===== src/aes_pkg.sv =====
// Shared constants, S-box tables and GF(2^8) helpers for the AES-128 cipher.
package aes_pkg;

  localparam int NUM_ROUNDS = 10;
  localparam int NUM_RK     = NUM_ROUNDS + 1;
  localparam int RK_IDX_W   = $clog2(NUM_RK);
  localparam int CFG_IDX_W  = 2;

  localparam logic [CFG_IDX_W-1:0] REG_KEY_HIGH = 2'd0;
  localparam logic [CFG_IDX_W-1:0] REG_KEY_LOW  = 2'd1;

  localparam logic [2047:0] SBOX_TBL = {
    128'h637c777bf26b6fc53001672bfed7ab76, 128'hca82c97dfa5947f0add4a2af9ca472c0,
    128'hb7fd9326363ff7cc34a5e5f171d83115, 128'h04c723c31896059a071280e2eb27b275,
    128'h09832c1a1b6e5aa0523bd6b329e32f84, 128'h53d100ed20fcb15b6acbbe394a4c58cf,
    128'hd0efaafb434d338545f9027f503c9fa8, 128'h51a3408f929d38f5bcb6da2110fff3d2,
    128'hcd0c13ec5f974417c4a77e3d645d1973, 128'h60814fdc222a908846eeb814de5e0bdb,
    128'he0323a0a4906245cc2d3ac629195e479, 128'he7c8376d8dd54ea96c56f4ea657aae08,
    128'hba78252e1ca6b4c6e8dd741f4bbd8b8a, 128'h703eb5664803f60e613557b986c11d9e,
    128'he1f8981169d98e949b1e87e9ce5528df, 128'h8ca1890dbfe6426841992d0fb054bb16};

  localparam logic [2047:0] INV_SBOX_TBL = {
    128'h52096ad53036a538bf40a39e81f3d7fb, 128'h7ce339829b2fff87348e4344c4dee9cb,
    128'h547b9432a6c2233dee4c950b42fac34e, 128'h082ea16628d924b2765ba2496d8bd125,
    128'h72f8f66486689816d4a45ccc5d65b692, 128'h6c704850fdedb9da5e154657a78d9d84,
    128'h90d8ab008cbcd30af7e45805b8b34506, 128'hd02c1e8fca3f0f02c1afbd0301138a6b,
    128'h3a9111414f67dcea97f2cfcef0b4e673, 128'h96ac7422e7ad3585e2f937e81c75df6e,
    128'h47f11a711d29c5896fb7620eaa18be1b, 128'hfc563e4bc6d279209adbc0fe78cd5af4,
    128'h1fdda8338807c731b11210592780ec5f, 128'h60517fa919b54a0d2de57a9f93c99cef,
    128'ha0e03b4dae2af5b0c8ebbb3c83539961, 128'h172b047eba77d626e169146355210c7d};

  function automatic logic [7:0] sbox(input logic [7:0] x);
    return SBOX_TBL[11'd2047 - {x, 3'b000} -: 8];
  endfunction

  function automatic logic [7:0] inv_sbox(input logic [7:0] x);
    return INV_SBOX_TBL[11'd2047 - {x, 3'b000} -: 8];
  endfunction

  function automatic logic [7:0] xtime(input logic [7:0] a);
    return {a[6:0], 1'b0} ^ (a[7] ? 8'h1b : 8'h00);
  endfunction

  // The multiplier is always a constant, so this folds into a few XOR terms.
  function automatic logic [7:0] gf_mul(input logic [7:0] a, input logic [7:0] b);
    logic [7:0] p;
    logic [7:0] t;
    p = 8'h00;
    t = a;
    for (int i = 0; i < 8; i++) begin
      if (b[i]) p = p ^ t;
      t = xtime(t);
    end
    return p;
  endfunction

endpackage


===== src/aes_if.sv =====


interface aes_cfg_if;
  import aes_pkg::*;
  logic                 valid;
  logic                 ready;
  logic [CFG_IDX_W-1:0] index;
  logic [63:0]          data;
  modport source(output valid, index, data, input ready);
  modport sink(input valid, index, data, output ready);
endinterface


===== src/aes_key_sched.sv =====
// Key registers and iterative key expansion, one round key per cycle.
module aes_key_sched
  import aes_pkg::*;
(
  input  logic                clk,
  input  logic                rst,
  aes_cfg_if.sink             cfg,
  input  logic [RK_IDX_W-1:0] rk_idx,
  output logic [127:0]        rk,
  output logic                busy
);

  logic [63:0]         key_high;
  logic [63:0]         key_low;
  logic [127:0]        cur;
  logic [127:0]        cur_next;
  logic [127:0]        new_key;
  logic [7:0]          rcon;
  logic [RK_IDX_W-1:0] kcnt;
  logic                start;
  logic [127:0]        rk_mem [NUM_RK];
  logic [31:0]         t;

  assign cfg.ready = 1'b1;
  assign start = cfg.valid &&
                 (cfg.index == REG_KEY_HIGH || cfg.index == REG_KEY_LOW);
  assign new_key = (cfg.index == REG_KEY_HIGH) ? {cfg.data, key_low} : {key_high, cfg.data};

  always_comb begin
    t = {sbox(cur[23:16]), sbox(cur[15:8]), sbox(cur[7:0]), sbox(cur[31:24])};
    t[31:24] = t[31:24] ^ rcon;
    cur_next[127:96] = cur[127:96] ^ t;
    cur_next[95:64]  = cur[95:64] ^ cur_next[127:96];
    cur_next[63:32]  = cur[63:32] ^ cur_next[95:64];
    cur_next[31:0]   = cur[31:0] ^ cur_next[63:32];
  end

  always_ff @(posedge clk) begin
    if (rst) begin
      key_high <= '0;
      key_low  <= '0;
      busy     <= 1'b0;
      kcnt     <= '0;
    end else if (start) begin
      if (cfg.index == REG_KEY_HIGH) key_high <= cfg.data;
      else key_low <= cfg.data;
      busy <= 1'b1;
      kcnt <= RK_IDX_W'(1);
    end else if (busy) begin
      if (kcnt == RK_IDX_W'(NUM_ROUNDS)) busy <= 1'b0;
      else kcnt <= kcnt + 1'b1;
    end
  end

  always_ff @(posedge clk) begin
    if (start) begin
      rk_mem[0] <= new_key;
      cur       <= new_key;
      rcon      <= 8'h01;
    end else if (busy) begin
      rk_mem[kcnt] <= cur_next;
      cur          <= cur_next;
      rcon         <= xtime(rcon);
    end
  end

  assign rk = rk_mem[rk_idx];

endmodule


===== src/flat_wrapper.sv =====
// flat-port wrapper written by rule: the top's interface ports become plain ports
module aes_key_sched_flat import aes_pkg::*;
  (clk, rst, rk_idx, rk, busy, cfg_valid, cfg_index, cfg_data, cfg_ready);
  aes_cfg_if cfg_i ();
  input  logic clk;
  input  logic rst;
  input  logic [RK_IDX_W-1:0] rk_idx;
  output logic [127:0] rk;
  output logic busy;
  input wire logic [$bits(cfg_i.valid)-1:0] cfg_valid;
  input wire logic [$bits(cfg_i.index)-1:0] cfg_index;
  input wire logic [$bits(cfg_i.data)-1:0] cfg_data;
  output wire logic [$bits(cfg_i.ready)-1:0] cfg_ready;
  assign cfg_i.valid = cfg_valid;
  assign cfg_i.index = cfg_index;
  assign cfg_i.data = cfg_data;
  assign cfg_ready = cfg_i.ready;
  aes_key_sched u_core (.clk(clk), .rst(rst), .cfg(cfg_i), .rk_idx(rk_idx), .rk(rk), .busy(busy));
endmodule

===== config.mk =====
export PLATFORM = sky130hd
export DESIGN_NAME = aes_key_sched_flat
export DESIGN_NICKNAME = d
export VERILOG_FILES = /design/src/aes_pkg.sv /design/src/aes_if.sv /design/src/aes_key_sched.sv /design/src/flat_wrapper.sv
export SDC_FILE = /design/constraint.sdc
export NUM_CORES = 2
export LEC_CHECK = 0
export BUFFER_PORTS_ARGS = -buffer_cell sky130_fd_sc_hd__buf_2
export CAP_MARGIN = 40
export CORE_AREA = 4 4 531 533
export CTS_CLUSTER_SIZE = 40
export DETAILED_ROUTE_END_ITERATION = 8
export DIE_AREA = 0 0 535 537
export PLACE_DENSITY = 0.51
export SYNTH_ARGS = -nofsm -noshare
export SYNTH_HDL_FRONTEND = slang
export SYNTH_SLANG_ARGS = --single-unit

===== constraint.sdc =====
create_clock -name clk -period 24.7 [get_ports clk]
set_input_delay 6.175 -clock clk [delete_from_list [all_inputs] [get_ports clk]]
set_output_delay 6.175 -clock clk [all_outputs]
set_load 0.02 [all_outputs]

==> results.yml <==
outcome:
  status: "completed"
die:
  dieArea_um2: 287300
  fp.coreArea_um2: 276500
  num_rows: 193
  io_pins: 203
  die_h_um: 537
  die_x_um: 535
  start_util_pct: 30.00
clock_tree:
  cts.sinks: 1677
  clock_latency_ps: 820
  cts-resized-gates: 0
  numCtsBuffers: 168
  cts_tree: "built"
  root_buffer: "clkbuf_16"
  h-tree-depth: 4
  clock_path_buffers: 4
  post_cts_buffers: 0
  clkTransAtPathRegs_ps: 60
  holdBufCountCts: 0
run:
  max_cap_viol_count: 0
synth:
  yosys_warnings: 0
  yosys-top-cells-count: "1536 x edfxtp_1, 475 x nand2_1, 440 x mux4_2"
  synth_area_leaders: "edfxtp_1 56%, mux4_2 12%, dfxtp_1 3.4%"
  synth_edf_count: 1536
  ys_async_sr_fraction_pct: 0
  synth_top_area_share_pct: 55.60
  syn_inst: 5916
  ys.flop_type: "edfxtp_1"
  syn-cell-area_um2: 82960
  synth_largest_area_cell: "edfxtp_1"
  synth.net_count: 6051
  ys_seq_elements: 1677
  yosysMostFrequentCell: "edfxtp_1"
  yosysSeqAreaShare_pct: 59.00
  yosysUniqueCellTypes: 110
  synth.avg_cell_area_um2: 14.02
power:
  cellLeakagePower_uw: 0.03106
  p_total_uw: 12210
  p_int_uw: 7223
  seqPwrFrac_pct: 31.2
  p_sw_share_pct: 40.84
  ir_worst_vdd_mv: 0.06100
  clkPwrFrac_pct: 20.9
  powerDensity_nw_per_um2: 128.9
  p_switching_uw: 4986
  pwr-share-comb_pct: 47.9
setup_path:
  arrival_ps: 9680
  r2r_setup_slack_ps: 18760
  rr_startpoint: "u_core.cur[17]$_DFFE_PP_"
  end_kind: "output port"
  cp-endpoint: "rk[47]"
  timing.rr.end: "u_core.rk_mem[6][24]$_DFFE_PP_"
  cp_max_fo: 91
  critical_path_class: "in -> out"
  cp-start-kind: "input pin"
  rr_worst_depth: 14
  cp.required_ps: 18520
  startpoint: "rk_idx[0]"
grt:
  grt.overflow.total: 0
  grt_max_degree: 135
  grt_pass1_vias: 53228
  grt_util_all_layers_pct: 18.65
  antenna_found_initial: 70
  grt_pass1_wl_um: 396600
layout:
  layout-drive-gt1-share_pct: 23.19
  fillers: 26582
  regArea_um2: 48950
  num-nets-final: 6159
  stdcell_area_um2: 94720
  multi_input_area_um2: 31830
  area_delta_synth_final_pct: 14.17
  final_cells: 9878
routing:
  drc: 0
  num_vias: 54670
  ant_nets: 0
  via_per_inst: 5.535
  dr.pass1.iters: 7
  drt-initial-drc-count: 6086
  wl_per_cell_um: 28.03
  routed_wl_um: 276800
place:
  dp_hpwl_um: 175600
  place_congestion: 0.9356
  placed_area_um2: 89290
  dp_worst_setup_slack_ps: 8779
  dp.cells: 9559
  io_buffers: 201
timing:
  setup_tns_ps: 0
  hold_viol: 0
  fin_crit_sh_pct: 64.18
  fin_ws_ps: 8847
  rsz0062_at_grt: "no"
  min_period_ps: 15850
  maxSlewHeadroom_pct: 35.75
  fmax_ghz: 0.06308
  skew_ps: 53.77
  timing_worst_slew_pin_value_ps: 963.7
  finalSetupViolCount: 0
  maxSlewViolCount: 0
worst_hold_path:
  hold_class: "reg -> reg"
## worst max-delay path: stages
cell and delay (ps):
buf_8 620, buf_12 570, buf_12 570, mux4_2 600, mux4_2 510, buf_2 180
## registers in the layout (all words and copies together), names as in the netlist
signal	flops
u_core.key_low	64
u_core.cur	128
u_core.rk_mem	1408
u_core.kcnt	4
u_core.key_high	64
u_core.busy	1
u_core.rcon	8
## power by group through the flow
stage	combinational (uW)	clock (uW)	sequential, uW
6_report	5850	2550	3800
2_1_floorplan	3860	0	3830
3_3_place_gp	5610	0	3860
5_1_grt	6220	2730	3820
3_5_place_dp	5720	0	3860
4_1_cts	5750	2610	3800
## routing by layer
layer	GRT usage, %	vias to the layer above	part of all wire, %	routed length (um)
met5	0	-	0.0094	26
met4	7.103	4	3.9	10740
met3	2.269	497	6.0	16620
met2	31.33	2307	49	135000
met1	24.69	28423	41	114400
li1	-	23439	-	-
## how the worst min path moves through the flow
stage                                startpoint                          endpoint  depth (start not counted)  slack, ps
2_1_floorplan    u_core.key_low[0]$_SDFFE_PP0P_    u_core.key_low[0]$_SDFFE_PP0P_                          2        430
3_3_place_gp    u_core.key_low[20]$_SDFFE_PP0P_   u_core.key_low[20]$_SDFFE_PP0P_                          2        440
3_5_place_dp    u_core.key_low[10]$_SDFFE_PP0P_   u_core.key_low[10]$_SDFFE_PP0P_                          2        450
4_1_cts         u_core.key_low[10]$_SDFFE_PP0P_   u_core.key_low[10]$_SDFFE_PP0P_                          2        450
5_1_grt         u_core.key_low[10]$_SDFFE_PP0P_   u_core.key_low[10]$_SDFFE_PP0P_                          2        470
6_report       u_core.key_high[26]$_SDFFE_PP0P_  u_core.key_high[26]$_SDFFE_PP0P_                          2        450
## cell families after synthesis
family                   share of synthesized area (%)
flip-flops                                       59.00
adder cells (fa/ha/maj)                         0.9351
other                                         0.004520
AO/OA/AOI/OAI                                    9.390
multiplexers                                     17.30
buffers and inverters                            2.947
XOR/XNOR                                         2.535
AND/OR/NAND/NOR                                  7.885
## area by class of cell
class                           instances  area share [%]
Antenna cell                           24         0.06341
Tap cell                             3705           4.894
Sequential cell                      1677           51.68
Clock buffer                          199           4.651
Clock inverter                         96           1.018
Inverter                               49          0.1942
Multi-Input combinational cell       3666           33.60
Timing Repair Buffer                  462           3.897
## layout by cell type (no fill, tap or decap), types with 172 or more instances in the layout
cell type / instances
nor2_1: 307
a21oi_1: 357
buf_4: 202
edfxtp_1: 1536
o21ai_0: 212
mux4_2: 440
buf_2: 196
mux2i_1: 248
nand2_1: 471
clkbuf_16: 172
## metrics by stage
step / hold WS (ps) / util, %
CTS: 454.2 / 34.23
floorplan: 432.9 / -
detailed placement: 445.7 / 32.29
global route: 467.6 / 34.25
finish: 453.9 / 34.26
global placement: 438.7 / 31.81
(Power assumes the default switching activity.)
